==> config.mk <==
export PLATFORM = sky130hd
export DESIGN_NAME = pulse_period_duty_meter
export DESIGN_NICKNAME = d
export VERILOG_FILES = /design/src/rtl/pppdm_pkg.sv /design/src/rtl/pppdm_fifo.sv /design/src/rtl/pppdm_front.sv /design/src/rtl/pppdm_back.sv /design/src/rtl/pulse_period_duty_meter.sv
export SDC_FILE = /design/constraint.sdc
export NUM_CORES = 1
export LEC_CHECK = 0
export BUFFER_PORTS_ARGS = -buffer_cell sky130_fd_sc_hd__buf_2
export CELL_PAD_IN_SITES_DETAIL_PLACEMENT = 1
export CELL_PAD_IN_SITES_GLOBAL_PLACEMENT = 1
export CORE_UTILIZATION = 50
export CTS_BUF_LIST = sky130_fd_sc_hd__clkbuf_8 sky130_fd_sc_hd__clkbuf_16
export CTS_CLUSTER_SIZE = 12
export DETAILED_ROUTE_END_ITERATION = 6
export GPL_TIMING_DRIVEN = 0
export PLACE_DENSITY_LB_ADDON = 0.1
export SYNTH_ARGS = -nofsm -noshare
export SYNTH_HDL_FRONTEND = slang
export SYNTH_SLANG_ARGS = --single-unit
==> constraint.sdc <==
create_clock -name i_clk -period 18.9 [get_ports i_clk]
set_clock_uncertainty 0.15 [all_clocks]
set_input_delay 3.78 -clock i_clk [delete_from_list [all_inputs] [get_ports i_clk]]
set_output_delay 3.78 -clock i_clk [all_outputs]
set_load 0.01 [all_outputs]
==> src/rtl/pppdm_pkg.sv <==
`timescale 1ns / 1ps
`default_nettype none

package pppdm_pkg;

    localparam int TIME_W  = 32;
    localparam int CLK_W   = 29;
    localparam int FREQ_W  = 37;
    localparam int DUTY_W  = 15;
    localparam int PROD_W  = TIME_W + DUTY_W;
    localparam int FREQ_SHIFT = FREQ_W - CLK_W;
    localparam int CNT_W   = 6;

    localparam logic [CLK_W-1:0]  CLK_HZ_RESET = CLK_W'(200000000);
    localparam logic [DUTY_W-1:0] DUTY_FULL    = DUTY_W'(25600);

    typedef struct packed {
        logic [TIME_W-1:0] count;
        logic [TIME_W-1:0] period;
        logic [TIME_W-1:0] high;
    } t_job;

    typedef struct packed {
        logic push;
        logic pop;
    } t_q_ctl;

    typedef struct packed {
        logic full;
        logic empty;
    } t_q_stat;

    typedef enum logic [1:0] {
        ST_IDLE,
        ST_MUL,
        ST_DIV,
        ST_DONE
    } t_state;

endpackage

`default_nettype wire

==> src/rtl/pppdm_fifo.sv <==
`timescale 1ns / 1ps
`default_nettype none

module pppdm_fifo (
    input  wire                 i_clk,
    input  wire                 i_rst_n,
    input  pppdm_pkg::t_q_ctl   i_ctl,
    input  pppdm_pkg::t_job     i_job,
    output pppdm_pkg::t_q_stat  o_stat,
    output pppdm_pkg::t_job     o_job
);

    pppdm_pkg::t_job r_mem [2];
    logic            r_wr_ptr;
    logic            r_rd_ptr;
    logic [1:0]      r_fill;
    logic            n_wr_ptr;
    logic            n_rd_ptr;
    logic [1:0]      n_fill;
    logic            w_push;
    logic            w_pop;

    assign o_stat = '{full: (r_fill == 2'd2), empty: (r_fill == 2'd0)};
    assign w_push = i_ctl.push && !o_stat.full;
    assign w_pop  = i_ctl.pop && !o_stat.empty;
    assign o_job  = r_mem[r_rd_ptr];

    always_comb begin
        n_wr_ptr = w_push ? !r_wr_ptr : r_wr_ptr;
        n_rd_ptr = w_pop ? !r_rd_ptr : r_rd_ptr;
        n_fill   = r_fill + 2'(w_push) - 2'(w_pop);
    end

    always_ff @(posedge i_clk) begin
        if (!i_rst_n) begin
            r_wr_ptr <= 1'b0;
            r_rd_ptr <= 1'b0;
            r_fill   <= 2'd0;
        end else begin
            r_wr_ptr <= n_wr_ptr;
            r_rd_ptr <= n_rd_ptr;
            r_fill   <= n_fill;
        end
    end

    always_ff @(posedge i_clk) begin
        if (w_push) begin
            r_mem[r_wr_ptr] <= i_job;
        end
    end

endmodule

`default_nettype wire

==> src/rtl/pppdm_front.sv <==
`timescale 1ns / 1ps
`default_nettype none

module pppdm_front (
    input  wire                            i_clk,
    input  wire                            i_rst_n,
    input  wire                            i_in_valid,
    output logic                           o_in_stall,
    input  wire  [pppdm_pkg::TIME_W-1:0]   i_edge_time,
    input  wire                            i_level_high,
    input  pppdm_pkg::t_q_stat             i_q_stat,
    output logic                           o_push,
    output pppdm_pkg::t_job                o_job
);

    logic [pppdm_pkg::TIME_W-1:0] r_prev_rise;
    logic [pppdm_pkg::TIME_W-1:0] r_last_fall;
    logic [pppdm_pkg::TIME_W-1:0] r_rise_cnt;
    logic [pppdm_pkg::TIME_W-1:0] n_rise_cnt;
    logic                         w_accept;

    assign o_in_stall = i_q_stat.full;
    assign w_accept   = i_in_valid && !o_in_stall;
    assign o_push     = w_accept && i_level_high;
    assign n_rise_cnt = r_rise_cnt + pppdm_pkg::TIME_W'(1);

    always_comb begin
        o_job.count  = n_rise_cnt;
        o_job.period = i_edge_time - r_prev_rise;
        o_job.high   = r_last_fall - r_prev_rise;
    end

    always_ff @(posedge i_clk) begin
        if (!i_rst_n) begin
            r_prev_rise <= '0;
            r_last_fall <= '0;
            r_rise_cnt  <= '0;
        end else if (w_accept) begin
            if (i_level_high) begin
                r_prev_rise <= i_edge_time;
                r_rise_cnt  <= n_rise_cnt;
            end else begin
                r_last_fall <= i_edge_time;
            end
        end
    end

endmodule

`default_nettype wire

==> src/rtl/pppdm_back.sv <==
`timescale 1ns / 1ps
`default_nettype none

module pppdm_back (
    input  wire                            i_clk,
    input  wire                            i_rst_n,
    input  wire  [pppdm_pkg::CLK_W-1:0]    i_clk_hz,
    input  pppdm_pkg::t_q_stat             i_q_stat,
    input  pppdm_pkg::t_job                i_job,
    output logic                           o_pop,
    output logic                           o_out_valid,
    input  wire                            i_out_stall,
    output logic [pppdm_pkg::TIME_W-1:0]   o_pulse_count,
    output logic [pppdm_pkg::TIME_W-1:0]   o_period_ticks,
    output logic [pppdm_pkg::TIME_W-1:0]   o_high_ticks,
    output logic [pppdm_pkg::FREQ_W-1:0]   o_frequency_q8,
    output logic [pppdm_pkg::DUTY_W-1:0]   o_duty_q8
);

    localparam int TW = pppdm_pkg::TIME_W;
    localparam int FW = pppdm_pkg::FREQ_W;
    localparam int DW = pppdm_pkg::DUTY_W;
    localparam int CW = pppdm_pkg::CNT_W;
    localparam int PW = pppdm_pkg::PROD_W;

    pppdm_pkg::t_state r_state;
    pppdm_pkg::t_state n_state;
    pppdm_pkg::t_job   r_job;
    logic [CW-1:0]     r_cnt;
    logic [TW-1:0]     r_frem;
    logic [FW-1:0]     r_fsh;
    logic [TW-1:0]     r_drem;
    logic [DW-1:0]     r_dsh;
    logic              r_zero;
    logic              r_sat;
    logic              r_out_valid;
    logic              w_load_out;
    logic [PW-1:0]     w_prod;
    logic [TW:0]       w_fr_sh;
    logic [TW:0]       w_fr_sub;
    logic              w_fge;
    logic [TW:0]       w_dr_sh;
    logic [TW:0]       w_dr_sub;
    logic              w_dge;

    assign o_out_valid = r_out_valid;

    always_comb begin
        n_state    = r_state;
        o_pop      = 1'b0;
        w_load_out = 1'b0;
        unique case (r_state)
            pppdm_pkg::ST_IDLE: begin
                if (!i_q_stat.empty) begin
                    o_pop   = 1'b1;
                    n_state = pppdm_pkg::ST_MUL;
                end
            end
            pppdm_pkg::ST_MUL: begin
                n_state = pppdm_pkg::ST_DIV;
            end
            pppdm_pkg::ST_DIV: begin
                if (r_cnt == CW'(FW - 1)) begin
                    n_state = pppdm_pkg::ST_DONE;
                end
            end
            pppdm_pkg::ST_DONE: begin
                if (!r_out_valid || !i_out_stall) begin
                    w_load_out = 1'b1;
                    n_state    = pppdm_pkg::ST_IDLE;
                end
            end
            default: n_state = pppdm_pkg::ST_IDLE;
        endcase
    end

    always_ff @(posedge i_clk) begin
        if (!i_rst_n) begin
            r_state <= pppdm_pkg::ST_IDLE;
        end else begin
            r_state <= n_state;
        end
    end

    // restoring divide steps, one quotient bit per cycle each
    assign w_prod   = PW'(r_job.high) * PW'(pppdm_pkg::DUTY_FULL);
    assign w_fr_sh  = {r_frem, r_fsh[FW-1]};
    assign w_fr_sub = w_fr_sh - {1'b0, r_job.period};
    assign w_fge    = (w_fr_sh >= {1'b0, r_job.period});
    assign w_dr_sh  = {r_drem, r_dsh[DW-1]};
    assign w_dr_sub = w_dr_sh - {1'b0, r_job.period};
    assign w_dge    = (w_dr_sh >= {1'b0, r_job.period});

    always_ff @(posedge i_clk) begin
        if (o_pop) begin
            r_job <= i_job;
        end
        if (r_state == pppdm_pkg::ST_MUL) begin
            r_cnt  <= '0;
            r_frem <= '0;
            r_fsh  <= {i_clk_hz, pppdm_pkg::FREQ_SHIFT'(0)};
            r_drem <= w_prod[PW-1:DW];
            r_dsh  <= w_prod[DW-1:0];
            r_zero <= (r_job.period == '0);
            r_sat  <= (r_job.high >= r_job.period);
        end
        if (r_state == pppdm_pkg::ST_DIV) begin
            r_cnt  <= r_cnt + CW'(1);
            r_frem <= w_fge ? w_fr_sub[TW-1:0] : w_fr_sh[TW-1:0];
            r_fsh  <= {r_fsh[FW-2:0], w_fge};
            if (r_cnt < CW'(DW)) begin
                r_drem <= w_dge ? w_dr_sub[TW-1:0] : w_dr_sh[TW-1:0];
                r_dsh  <= {r_dsh[DW-2:0], w_dge};
            end
        end
    end

    always_ff @(posedge i_clk) begin
        if (!i_rst_n) begin
            r_out_valid <= 1'b0;
        end else if (w_load_out) begin
            r_out_valid <= 1'b1;
        end else if (!i_out_stall) begin
            r_out_valid <= 1'b0;
        end
    end

    always_ff @(posedge i_clk) begin
        if (w_load_out) begin
            o_pulse_count  <= r_job.count;
            o_period_ticks <= r_job.period;
            o_high_ticks   <= r_job.high;
            o_frequency_q8 <= r_zero ? '0 : r_fsh;
            if (r_zero) begin
                o_duty_q8 <= '0;
            end else if (r_sat) begin
                o_duty_q8 <= pppdm_pkg::DUTY_FULL;
            end else begin
                o_duty_q8 <= r_dsh;
            end
        end
    end

endmodule

`default_nettype wire

==> src/rtl/pulse_period_duty_meter.sv <==
// a rising edge's job is queued, popped, multiplied, divided, then output with valid
// rising-edge jobs run one at a time through the 37-step frequency divider
// falling edges are taken one per cycle while the two-entry job queue has room
// reset (synchronous, active low) clears timestamps, pulse count, queue and output valid
// clock rate register resets to 200000000
`timescale 1ns / 1ps
`default_nettype none

module pulse_period_duty_meter (
    input  wire                            i_clk,
    input  wire                            i_rst_n,
    input  wire                            i_in_valid,
    output logic                           o_in_stall,
    input  wire  [pppdm_pkg::TIME_W-1:0]   i_edge_time,
    input  wire                            i_level_high,
    output logic                           o_out_valid,
    input  wire                            i_out_stall,
    output logic [pppdm_pkg::TIME_W-1:0]   o_pulse_count,
    output logic [pppdm_pkg::TIME_W-1:0]   o_period_ticks,
    output logic [pppdm_pkg::TIME_W-1:0]   o_high_ticks,
    output logic [pppdm_pkg::FREQ_W-1:0]   o_frequency_q8,
    output logic [pppdm_pkg::DUTY_W-1:0]   o_duty_q8,
    input  wire                            i_cfg_valid,
    output logic                           o_cfg_ready,
    input  wire  [pppdm_pkg::CLK_W-1:0]    i_cfg_data
);

    logic [pppdm_pkg::CLK_W-1:0] r_clk_hz;
    logic                        w_push;
    logic                        w_pop;
    pppdm_pkg::t_q_ctl           w_q_ctl;
    pppdm_pkg::t_q_stat          w_q_stat;
    pppdm_pkg::t_job             w_job_in;
    pppdm_pkg::t_job             w_job_out;

    assign o_cfg_ready = 1'b1;
    assign w_q_ctl     = '{push: w_push, pop: w_pop};

    always_ff @(posedge i_clk) begin
        if (!i_rst_n) begin
            r_clk_hz <= pppdm_pkg::CLK_HZ_RESET;
        end else if (i_cfg_valid && o_cfg_ready) begin
            r_clk_hz <= i_cfg_data;
        end
    end

    pppdm_front u_front (
        .i_clk        (i_clk),
        .i_rst_n      (i_rst_n),
        .i_in_valid   (i_in_valid),
        .o_in_stall   (o_in_stall),
        .i_edge_time  (i_edge_time),
        .i_level_high (i_level_high),
        .i_q_stat     (w_q_stat),
        .o_push       (w_push),
        .o_job        (w_job_in)
    );

    pppdm_fifo u_fifo (
        .i_clk   (i_clk),
        .i_rst_n (i_rst_n),
        .i_ctl   (w_q_ctl),
        .i_job   (w_job_in),
        .o_stat  (w_q_stat),
        .o_job   (w_job_out)
    );

    pppdm_back u_back (
        .i_clk          (i_clk),
        .i_rst_n        (i_rst_n),
        .i_clk_hz       (r_clk_hz),
        .i_q_stat       (w_q_stat),
        .i_job          (w_job_out),
        .o_pop          (w_pop),
        .o_out_valid    (o_out_valid),
        .i_out_stall    (i_out_stall),
        .o_pulse_count  (o_pulse_count),
        .o_period_ticks (o_period_ticks),
        .o_high_ticks   (o_high_ticks),
        .o_frequency_q8 (o_frequency_q8),
        .o_duty_q8      (o_duty_q8)
    );

endmodule

`default_nettype wire

=== Yosys cells after proc, flatten, opt, wreduce, memory -nomap -nowiden ===
Memory sizes are Yosys's and may differ from the RTL's. A register that Yosys moved wholly into a read port is not among the register bits.
Cells that the tools add are included.

* Eq/ne operators: 9
* Bitwise logic cells: 1
* $add $sub $neg: 8
* Order comparisons: 4
* Reduce and logical (&&, ||, !) cells: 19
* Muxes and demuxes: 27
* Multipliers: 1

{| class="wikitable"
|+ Operator list
! kind !! number
|-
| $mux 32 || 7
|-
| $sub 32x32->32 || 4
|-
| $mux 37 || 2
|-
| $ge 33x32->1 || 2
|-
| $mux 15 || 4
|-
| $mul 32x5->37 const B || 1
|-
| $add 32x1->32 const B || 1
|-
| $ge 32x32->1 || 1
|-
| $logic_not 32->1 || 1
|-
| $mux 6 || 2
|-
| $mux 1 || 8
|-
| $pmux 2 s4 || 1
|-
| $add 6x1->6 const B || 1
|-
| $eq 2x2->1 const B || 3
|-
| $eq 6x6->1 const B || 1
|-
| $logic_not 1->1 || 6
|-
| $lt 6x4->1 const B || 1
|-
| $mux 2 || 3
|-
| $ne 2x1->1 const B || 3
|-
| $logic_and 1x1->1 || 4
|-
| $logic_not 2->1 || 2
|-
| $reduce_and 2->1 || 2
|-
| $reduce_and 3->1 || 1
|-
| $add 2x1->2 || 1
|-
| 7 further kinds || 7
|}

* Input port bits: 67
* Word-level logic and storage cells: 92
* Register bits after elaboration: 404
* Output and inout bits: 151
* Memories: 1
* Memory bits (writable): 192

{| class="wikitable"
|+ Memory list
! memory !! depth !! width !! rd ports !! clocked after memory_dff !! write ports !! RTL line !! source
|-
| u_fifo.r_mem || 2 || 96 || 1 || 1 || 1 || pppdm_fifo.sv:13 || <nowiki>pppdm_pkg::t_job r_mem [2];</nowiki>
|}

=== Logic depth before layout (Yosys ltp) ===
Gate-level depths: netlist of run 1.

* Word-level depth: 7
* Depth in mapped cells: 16
* Gate-level depth less buffers: 15

=== Hierarchy ===
From an unflattened synthesis of run 1, not the netlist that was laid out.

* Cells, all modules: 3332
* Area, all modules: 37439.7 sq um

{| class="wikitable"
|+ By module, submodules not included
! module !! sequential area each (sq um) !! area each (sq um) !! cells each !! instances
|-
| pppdm_back || 10640.2 || 21265.4 || 1882 || 1
|-
| pppdm_front || 1921.8 || 7721.2 || 1028 || 1
|-
| pppdm_fifo || 5865.6 || 7368.3 || 327 || 1
|-
| pulse_period_duty_meter || 580.6 || 1084.8 || 95 || 1
|}

=== Worst setup path after synthesis of run 1 ===
OpenSTA, ideal clock, no wires.

* Path kind: input to register
* Start: in i_out_stall
* End: reg u_back.o_duty_q8[0] in the netlist's numbering (enable)
* Data required time: 18.074 ns
* Stages on the path: 2
* Buffers on the path: 0
* Arrival: 10.509 ns
* Library setup time: 0.676 ns
* Setup slack: 7.565 ns
* Cell sequence: and2_1 -> nor2b_1

* Word-level cells in the longest chain between the ends: 4

{| class="wikitable"
|+ Ends and longest elaborated chain
! what !! RTL line !! source
|-
| start, declared || pulse_period_duty_meter.sv:17 || <nowiki>input wire i_out_stall,</nowiki>
|-
| $logic_not 1->1 || pppdm_back.sv:68 || <nowiki>if (!r_out_valid || !i_out_stall) begin</nowiki>
|-
| $logic_or 1x1->1 || pppdm_back.sv:68 ||
|-
| $mux 1 || pppdm_back.sv:68 ||
|-
| $mux 1 || pppdm_back.sv:52 || <nowiki>unique case (r_state)</nowiki>
|-
| net u_back.w_load_out || pppdm_back.sv:37 || <nowiki>logic w_load_out;</nowiki>
|-
| end signal, assigned || pppdm_back.sv:137 || <nowiki>o_duty_q8 <= pppdm_pkg::DUTY_FULL;</nowiki>
|-
| end signal, assigned || pppdm_back.sv:139 || <nowiki>o_duty_q8 <= r_dsh;</nowiki>
|-
| end, declared || pppdm_back.sv:17 || <nowiki>output logic [pppdm_pkg::DUTY_W-1:0] o_duty_q8</nowiki>
|}

The timed path passes the listed nets, and every way through them passes these cells.
A chain may end at the register's enable or synchronous reset.

=== Worst setup path after layout of run 1 ===
* Start: in i_level_high
* End: mem u_fifo.r_mem[1][37] in the netlist's numbering (enable)

* Word-level cells in the longest chain between the ends: 4

{| class="wikitable"
|+ Ends and longest elaborated chain
! what !! RTL line !! source
|-
| start, declared || pulse_period_duty_meter.sv:15 || <nowiki>input wire i_level_high,</nowiki>
|-
| $logic_and 1x1->1 || pppdm_front.sv:24 || <nowiki>assign o_push = w_accept && i_level_high;</nowiki>
|-
| $logic_and 1x1->1 || pppdm_fifo.sv:24 || <nowiki>assign w_push = i_ctl.push && !o_stat.full;</nowiki>
|-
| net u_fifo.w_push || pppdm_fifo.sv:20 || <nowiki>logic w_push;</nowiki>
|-
| $mux 1 || pppdm_fifo.sv:47 || <nowiki>if (w_push) begin</nowiki>
|-
| $mux 1 (implied by the code) || pppdm_fifo.sv:48 || <nowiki>r_mem[r_wr_ptr] <= i_job;</nowiki>
|-
| end, declared || pppdm_fifo.sv:13 ||
|}

The timed path passes the listed nets, and every way through them passes these cells.

==> metrics.md, run 1 <==
| Metric | Value |
|---|---|
| Outcome | finished, final reports clean |
| Unique masters post-synth | 91 |
| H-tree level count | 3 |
| Nets | 3878 |
| Antenna violations before repair | 4 |
| Register share of total power | 27.5% |
| Postcts setup bufs | 0 |
| Final setup TNS | 0 ns |
| Crit-path cells | buf_2 -> nand3_1 -> inv_1 -> clkbuf_1 -> clkbuf_1 -> and2_4 -> buf_16 |
| Critical path type | input port to flop |
| Tot GR Track Use | 27.5% |
| Routability cong. | 0.905 |
| Cell type with the largest total area after synthesis | edfxtp_1 |
| Worst setup startpoint | i_level_high |
| Pint | ~4900 uW |
| Crit path max fanout | 64 |
| Seq cells post-synth | a little under 700 |
| Fillers | 7552 |
| Max IR drop VDD | 0.000104 V |
| Core Rows | 98 |
| Mapped Cells | around 3200 |
| Sw Pwr | 3820 uW |
| Pwr/cell area | 212 nW/um2 |
| Clk slew on worst S/H paths | 0.06 ns |
| Min-Delay Path Class | flop to flop |
| Largest cells by area after synthesis | edfxtp_1, dfxtp_1, ha_1 |
| Largest net degree at the start of global routing | 65 |
| Placed insts | between 4000 and 5000 |
| Total CTS buffers | slightly below 80 |
| PortBufs | 215 |
| Pins over their slew limit | 0 |
| P_leak | 0.0166 uW |
| Top-area cell type share of the netlist area | 42.7% |
| Slew HR | 24.0% |
| Number of synthesized flops with an enable pin | 513 |
| DRT iter0 DRCs | between 1000 and 1500 |
| DR vias | between 20000 and 30000 |
| Avg WL per Cell | 22.5 um |
| DR pass1 iterations | 5 |
| Post-synth top cells | edfxtp_1, nand2_1, ha_1 |
| Syn avg cell area | between 10 and 15 um2 |
| Prevailing post-synth register cell | edfxtp_1 |
| Die ar. | between 70000 and 80000 um2 |
| Final number of setup-violating endpoints | 0 |
| Critical path launch point type | input port |
| Post-cts sizing count | 0 |
| Drt total wl | 102000 um |
| FMAX | about 0.15 GHz |
| Syn_nets | 3571 |
| Starting Density | 50.5% |
| Worst Path Arrival | 6.91 ns |
| Seq/Total Area, Yosys | a little over half |
| Clk sinks | 692 |
| Post-synth ARST share | 0% |
| Final hold vios | 0 |
| Max stage delay on crit path | 0.75 ns |
| Area growth syn-to-layout | 14.2% |
| CTS tree | built |
| Max-cap viol count | 0 |
| Min Tclk post-route | 6.77 ns |
| Core Region | ~70000 um2 |
| Syn Std Cell Area | 36100 um2 |
| Cell family with most CP delay | buffers and inverters |
| Slowest-stage cell, CP | clkbuf_1 |
| Die Width | roughly 270 um |
| Clock share of power | around 17% |
| Number of synthesis warnings | 0 |
| Comb power frac | between 50% and 60% |
| Most common cell type on the critical path | clkbuf_1 |
| Most instantiated library cell after synthesis | edfxtp_1 |
| Gr ovfl total | 0 |
| DRC viols | 0 |
| Vias in the first global route | 27300 |
| RSZ-0062 raised after global routing | false |
| Root Buffer | clkbuf_16 |
| WP data required | 19.04 ns |
| I/O Pins | approximately 220 |
| Hold_buf cts | 0 |
| First-pass GRT wire length | around 160000 um |
| Worst R2R Start | u_back.r_job[4] |
| Switching Share | 43.7% |
| CTS max path bufs | 3 |
| Hold path start | u_back.r_job[77] |
| Layout cell share with drive strength beyond 1 | 14.2% |
| Die Y | 271 um |
| DRT antenna net count | 0 |
| Final period util | 35.8% |
| Worst Setup End Kind | flop |
| Worst Max-Slew Pin Slew | 1.14 ns |
| Buffer and inverter count on the worst path | 5 |
| Post-route insts no fill | between 4000 and 5000 |
| Clk Latency, worst-skew pair | 0.65 ns |
| Dpl hpwl | about 77000 um |
| Via/cell ratio | about 5.6 |
layout make-up:
cell class	instances	area (um2)	area share (%)
sequential	692	19000	46.1
antenna	3	7.51	0.0182
multi-input combinational	2157	15800	38.3
clock inverter	60	561	1.36
timing repair buffer	228	1370	3.32
inverter	247	927	2.25
clock buffer	80	1970	4.78
buffer	108	440	1.07
tap	950	1190	2.88
logic make-up (layout without fill, tap and decap cells):
| logic type | after synthesis | count (layout) | share of synthesized area (%) |
|---|---|---|---|
| AND/OR/NAND/NOR | 824 | 824 | 10.8 |
| flip-flops | 692 | 692 | 52.6 |
| AO/OA/AOI/OAI | 654 | 654 | 11.4 |
| buffers and inverters | 355 | 723 | 3.79 |
| adder cells (fa/ha/maj) | 300 | 300 | 11.0 |
| multiplexers | 198 | 198 | 5.93 |
| XOR/XNOR | 180 | 180 | 4.37 |
| other | 1 | 4 | 0.0104 |
path summary, 6_finish.rpt:
kind	slack (ns)	to	cells after the start
setup / recovery	12.13	u_fifo.r_mem[1][37]	7
hold / removal	0.27	u_back.o_pulse_count[13]	0
setup reg to reg	14.15	u_back.r_drem[24]	15
hold reg to reg	0.27	u_back.o_pulse_count[13]	0
sequential cells by signal (all words and copies together), names as in the netlist, 29 cells and up:
| register | flops |
|---|---|
| u_back.r_fsh | 37 |
| u_back.o_frequency_q8 | 37 |
| u_back.r_drem | 32 |
| u_back.r_frem | 32 |
| u_fifo.r_mem | 192 |
| u_back.o_period_ticks | 32 |
| u_front.r_rise_cnt | 32 |
| u_front.r_prev_rise | 32 |
| u_back.o_high_ticks | 32 |
| u_back.o_pulse_count | 32 |
| u_back.r_job | 96 |
| r_clk_hz | 29 |
| u_front.r_last_fall | 32 |
per-stage QoR:
stage / utilization, % / power [uW] / worst slack [ns] / area [um2] / hold slack [ns]
after floorplan: - / 5880 / 7.57 / 36100 / 0.250
after global placement: 53.6 / 7020 / 3.97 / 38400 / 0.254
after detailed placement: 54.1 / 7200 / 11.41 / 38700 / 0.255
after CTS: 57.6 / 8750 / 12.10 / 41200 / 0.268
after global routing: 57.7 / 9380 / 12.02 / 41200 / 0.277
final: 57.7 / 8740 / 12.13 / 41200 / 0.267
metal layers:
metal	track usage (%)	vias up	routed length (um)	share of wire, %
li1	-	12100	-	-
met4	9.68	0	3470	3.4
met2	48.7	465	51100	50
met1	34.8	12800	43900	43
met3	2.90	170	3130	3.1
met5	0	-	0	0
power groups by stage:
stage               logic [uW]  clock network (uW)  registers (uW)
finish                    4840                1500            2410
CTS                       4820                1520            2410
detailed placement        4770                   0            2430
global route              5370                1570            2440
floorplan                 3530                   0            2350
global placement          4540                   0            2470
layout by cell type (no fill, tap or decap), types with 16 or more instances in the layout:
cell | netlist | layout
ha_1 | 269 | 268
a211oi_1 | 32 | 32
xor2_1 | 71 | 71
nand4_1 | 29 | 29
or3_1 | 21 | 21
nand3_1 | 58 | 58
dfxtp_1 | 179 | 179
o21bai_1 | 16 | 16
nand2b_1 | 33 | 33
fa_1 | 31 | 31
o21a_1 | 21 | 21
buf_2 | 6 | 221
xnor2_1 | 109 | 109
nor3_1 | 29 | 29
a21oi_1 | 245 | 245
a31oi_1 | 21 | 21
clkbuf_16 | 0 | 77
nand2_1 | 304 | 304
edfxtp_1 | 513 | 513
and2_1 | 35 | 34
nor2_1 | 188 | 187
mux2_2 | 127 | 127
and3_1 | 18 | 18
clkbuf_1 | 95 | 95
a21o_1 | 70 | 70
inv_1 | 246 | 267
mux2i_1 | 71 | 71
nor2b_1 | 66 | 64
o21ai_0 | 128 | 128
Power figures use the tool's default switching activity.
==> inputs of run 2 (changes only) <==
Clock period 18.9 ns to 7 ns, I/O delays scaled along.
==> run 2 against run 1 <==
Clock-buffer cell count rose by 11. Die area unchanged. Core utilization increased by 0.098 points. Critical path depth grew 8. Sequential cell count did not move. Largest cell class unchanged. Largest power group unchanged.
==> metrics.md, run 2 (synthesized netlist as in run 1, its figures left out) <==
| Metric | Value |
|---|---|
| Worst Reg-to-Reg Cells | 15 |
| Min Tclk post-route | 4.77 ns |
| Tot GR Track Use | between 20% and 30% |
| Buffer and inverter count on the worst path | 2 |
| Root Buffer | clkbuf_16 |
| Worst Max-Slew Pin Slew | slightly below 1 ns |
| Max IR drop VDD | roughly 0.00032 V |
| DR pass1 iterations | 5 |
| Fillers | ~7600 |
| Core Rows | 98 |
| Max stage delay on crit path | 0.56 ns |
| Avg WL per Cell | ~23 um |
| Setup slack at placement | 1.92 ns |
| CTS tree | built |
| Worst R2R Start | u_back.r_job[8] |
| WHS | 0.268 ns |
| FMAX | 0.210 GHz |
| PortBufs | 215 |
| Post-cts sizing count | 0 |
| DRC viols | 0 |
| Hold endpoint | u_back.o_pulse_count[12] |
| Final period util | between 60% and 70% |
| Final number of setup-violating endpoints | 0 |
| Min-Delay Path Class | flop to flop |
| DRT antenna net count | 0 |
| Pwr/cell area | about 570 nW/um2 |
| Hold_buf cts | 0 |
| Dpl hpwl | 77700 um |
| Layout cell share with drive strength beyond 1 | 14.3% |
| Cell family with most CP delay | adder cells |
| Largest net degree at the start of global routing | 65 |
| Worst hold path stage count | 0 |
| Setup ws final | 2.23 ns |
| Clk sinks | 692 |
| Area growth syn-to-layout | 14.4% |
| Pins over their slew limit | 0 |
| Worst R2R Setup Slack | 2.23 ns |
| Clk Latency, worst-skew pair | 0.65 ns |
| Clk slew on worst S/H paths | ~0.06 ns |
| WP data required | 7.37 ns |
| Top Registers | u_fifo.r_mem x192, u_back.r_job x96 |
| Nets | roughly 3900 |
| H-tree level count | 3 |
| Core Region | 71500 um2 |
| Slowest-stage cell, CP | edfxtp_1 |
| Routability cong. | 0.916 |
| Commonest cells after routing, fill and taps aside | edfxtp_1, nand2_1, inv_1, ha_1, a21oi_1 |
| Postcts setup bufs | 0 |
| Reg with most FFs | u_fifo.r_mem |
| First-pass GRT wire length | 157000 um |
| Crit-path cells | ha_1 -> ha_1 -> inv_1 -> fa_1 -> inv_1 -> ha_1 -> nand4_1 -> nor2_1 -> a211o_1 -> or3b_1 -> a21oi_1 -> o21ai_0 -> o21ai_0 -> mux2_2 -> a211oi_1 |
| Vias in the first global route | between 20000 and 30000 |
| Critical path type | flop to flop |
| Worst Setup End Kind | flop |
| Starting Density | 50.5% |
| Post-route insts no fill | 4528 |
| Commonest non-fill, non-tap cell in the layout | edfxtp_1 |
| Die Y | ~270 um |
| Crit path max fanout | 6 |
| Gr ovfl total | 0 |
| Via/cell ratio | 5.65 |
| Hold path start | u_back.r_job[76] |
| Die ar. | 73300 um2 |
| P_leak | about 0.017 uW |
| Final hold vios | 0 |
| Reg-to-Reg End | u_back.r_drem[24] |
| CTS max path bufs | 3 |
| Worst Path Arrival | 5.15 ns |
| Drt total wl | ~100000 um |
| Antenna violations before repair | 4 |
| Slew HR | 34.7% |
| I/O Pins | approximately 220 |
| DRT iter0 DRCs | roughly 1300 |
| Max reg flops | 192 |
| Total CTS buffers | 77 |
| Outcome | finished, final reports clean |
| Most common cell type on the critical path | ha_1 |
| Critical path launch point type | flop |
| RSZ-0062 raised after global routing | false |
| Die Width | 271 um |
| DR vias | 25600 |
| Max-cap viol count | 0 |
| Placed insts | approximately 4400 |
==> run 2: cell count changes in the layout (fill, tap and decap cells not counted), sizes merged <==
cell      change
bufinv        -4
clkinvlp      +1
clkbuf       +11
inv           +6
clkinv       -11
==> run 2: final cells by class <==
| cell class | instances | area (um2) | area share, % |
|---|---|---|---|
| Sequential cell | 692 | 19000 | 46.0 |
| Buffer | 108 | 440 | 1.07 |
| Inverter | 247 | 927 | 2.25 |
| Clock inverter | 52 | 453 | 1.10 |
| Multi-Input combinational cell | 2157 | 15800 | 38.2 |
| Clock buffer | 91 | 2150 | 5.22 |
| Antenna cell | 3 | 7.51 | 0.0182 |
| Timing Repair Buffer | 228 | 1360 | 3.29 |
| Tap cell | 950 | 1190 | 2.88 |
==> run 2: worst max-delay path by stage <==
stage,startpoint,endpoint,slack [ns],cells after the start
after floorplan,i_level_high,u_fifo.r_mem[0][0],0.38,4
after global placement,i_level_high,u_fifo.r_mem[0][0],-2.52,5
after detailed placement,i_level_high,u_fifo.r_mem[1][32],1.92,7
after CTS,u_back.r_job[8],u_back.r_drem[24],2.21,15
after global routing,u_back.r_job[2],u_back.r_drem[24],1.90,13
final,u_back.r_job[8],u_back.r_drem[24],2.23,15
==> run 2: power breakdown <==
group	internal, uW	total (uW)	leakage (uW)	switching (uW)
logic	5210	13100	0.00908	7910
clock network	2340	4090	0.00136	1760
registers	5780	6500	0.00623	726
==> run 2: routing by layer <==
layer / vias to the layer above / track usage, % / part of all wire [%]
met5: - / 0 / 0
li1: 12100 / - / -
met4: 0 / 10.3 / 3.3
met1: 12900 / 35.3 / 44
met2: 438 / 48.5 / 50
met3: 162 / 2.62 / 2.9
==> run 2: metrics by stage <==
step                      TNS, ns  util (%)  total power, uW  instance area (um2)
after floorplan                 0         -            15900                36100
after global placement    -584.92      53.7            18100                38400
after detailed placement        0      54.1            19500                38700
after CTS                       0      57.7            23700                41300
after global routing            0      57.8            25500                41300
final                           0      57.8            23700                41300
==> inputs of run 3 (changes only) <==
Clock period 7 ns to 4.55 ns, I/O delays scaled along.
==> run 3 against run 2 <==
Register-to-register slack worse by 2.1 ns. Critical endpoint is now u_back.r_drem[30]. Clock-buffer cell count down 9. Total power up 56%. Wire length up 0.59%. Sequential power increased by 53%. Worst setup slack lost 2.1 ns. Cell area rose by 0.38%. Global-route usage increased by 0.23 points. Die area did not move. Critical path type unchanged.
==> metrics.md, run 3 (synthesized netlist as in run 1, its figures left out) <==
| Metric | Value |
|---|---|
| Post-route insts no fill | around 4500 |
| Setup ws final | 0.0822 ns |
| Nets | a little under 4000 |
| Routability cong. | between 0.8 and 0.9 |
| Starting Density | 50.5% |
| Critical path launch point type | flop |
| Worst Path Arrival | 4.84 ns |
| Worst Setup End Kind | flop |
| FMAX | 0.224 GHz |
| Dpl hpwl | 77800 um |
| Cell family with most CP delay | adder cells |
| Antenna violations before repair | 2 |
| CTS max path bufs | 3 |
| WP data required | 4.92 ns |
| Total CTS buffers | 77 |
| H-tree level count | 3 |
| Buffer and inverter count on the worst path | 3 |
| Final number of setup-violating endpoints | 0 |
| Commonest non-fill, non-tap cell in the layout | edfxtp_1 |
| Slowest-stage cell, CP | fa_1 |
| DRT antenna net count | 0 |
| Met1 usage | 35.5% |
| DRC viols | 0 |
| Final hold vios | 0 |
| Worst Max-Slew Pin Slew | 1.03 ns |
| Pins over their slew limit | 0 |
| Global route hottest layer | met2 |
| Layout cell share with drive strength beyond 1 | between 10% and 20% |
| WHS | 0.270 ns |
| Min-Delay Path Class | flop to flop |
| DR vias | 25700 |
| Clk Latency, worst-skew pair | ~0.65 ns |
| Min Tclk post-route | 4.47 ns |
| Die ar. | ~73000 um2 |
| Avg WL per Cell | about 23 um |
| First-pass GRT wire length | between 150000 and 200000 um |
| Die Width | between 200 and 300 um |
| Setup slack at placement | -0.193 ns |
| Max IR drop VDD | 0.000499 V |
| I/O Pins | 218 |
| Slew HR | 31.6% |
| Max-cap viol count | 0 |
| P_leak | 0.0167 uW |
| Post-layout util | 58.0% |
| Fillers | 7597 |
| Most common cell type on the critical path | ha_1 |
| Tot GR Track Use | 27.8% |
| Reg with most FFs | u_fifo.r_mem |
| Commonest cells after routing, fill and taps aside | edfxtp_1, nand2_1, inv_1, ha_1, a21oi_1 |
| Placed insts | 4382 |
| CTS tree | built |
| Clk slew on worst S/H paths | 0.06 ns |
| Area growth syn-to-layout | 14.8% |
| Clk sinks | 692 |
| Via/cell ratio | 5.66 |
| DR pass1 iterations | 7 |
| Largest net degree at the start of global routing | 65 |
| Die Y | 271 um |
| Top Registers | u_fifo.r_mem x192, u_back.r_job x96 |
| Gr ovfl total | 0 |
| Final period util | 98.2% |
| Outcome | finished, final reports clean |
| DRT iter0 DRCs | 1509 |
| Pwr/cell area | 894 nW/um2 |
| Drt total wl | 103000 um |
| Root Buffer | clkbuf_16 |
| Max stage delay on crit path | approximately 0.5 ns |
| Core Region | 71500 um2 |
| PortBufs | 215 |
| Worst R2R Setup Slack | 0.08 ns |
| Max reg flops | 192 |
| Crit path max fanout | 4 |
| Core Rows | 98 |
| Met2 GRT Util | a little under 50% |
| Met3 usage | 3.35% |
| Crit-path cells | ha_1 -> ha_1 -> inv_1 -> fa_1 -> inv_1 -> ha_1 -> o21a_1 -> a211oi_4 -> nor4_4 -> or3b_4 -> a21oi_4 -> buf_4 -> nor3_2 -> o22ai_1 -> mux2i_1 -> o32a_1 |
| Critical path type | flop to flop |
| Vias in the first global route | 27700 |
run 3: layout make-up:
type	count	area, um2	area share [%]
clock buffer	82	2010	4.84
inverter	247	927	2.24
antenna	2	5.00	0.0121
timing repair buffer	242	1460	3.51
sequential	692	19000	45.8
clock inverter	59	598	1.44
buffer	107	437	1.05
tap	950	1190	2.87
multi-input combinational	2157	15800	38.2
run 3: repair_timing:
item                                    4_1_cts  5_1_grt
gates cloned                                  0        0
buffers inserted                              7        7
resized for setup                             5       10
hold buffers                                  0        0
endpoints found under the setup margin        9        9
pin swaps                                     0        3
run 3: power breakdown:
| part | leakage [uW] | switching, uW | internal, uW | total [uW] |
|---|---|---|---|---|
| sequential | 0.00623 | 1090 | 8890 | 9970 |
| clock | 0.00135 | 2680 | 3680 | 6370 |
| combinational | 0.00915 | 12400 | 8280 | 20700 |
| total | 0.0167 | 16200 | 20900 | 37100 |
run 3: metrics by stage:
| step | total power (uW) | setup TNS [ns] | cell area (um2) |
|---|---|---|---|
| final | 37100 | 0 | 41400 |
| after detailed placement | 29900 | -2.67 | 38700 |
| after global placement | 29000 | -432.07 | 38400 |
| after CTS | 36700 | 0 | 41300 |
| after global routing | 39800 | -0.0191 | 41400 |
| after floorplan | 24400 | 0 | 36100 |
run 3: routing by layer:
layer	part of all wire, %	wire length, um
met1	43	44500
met2	50	50900
met3	3.5	3610
met4	3.5	3600
met5	0	0
run 3: worst paths after layout:
check	startpoint	cells after the start	to
max	u_back.r_job[3]	16	u_back.r_drem[30]
max reg2reg	u_back.r_job[3]	16	u_back.r_drem[30]
min reg2reg	u_back.r_job[64]	0	u_back.o_pulse_count[0]
min	u_back.r_job[64]	0	u_back.o_pulse_count[0]
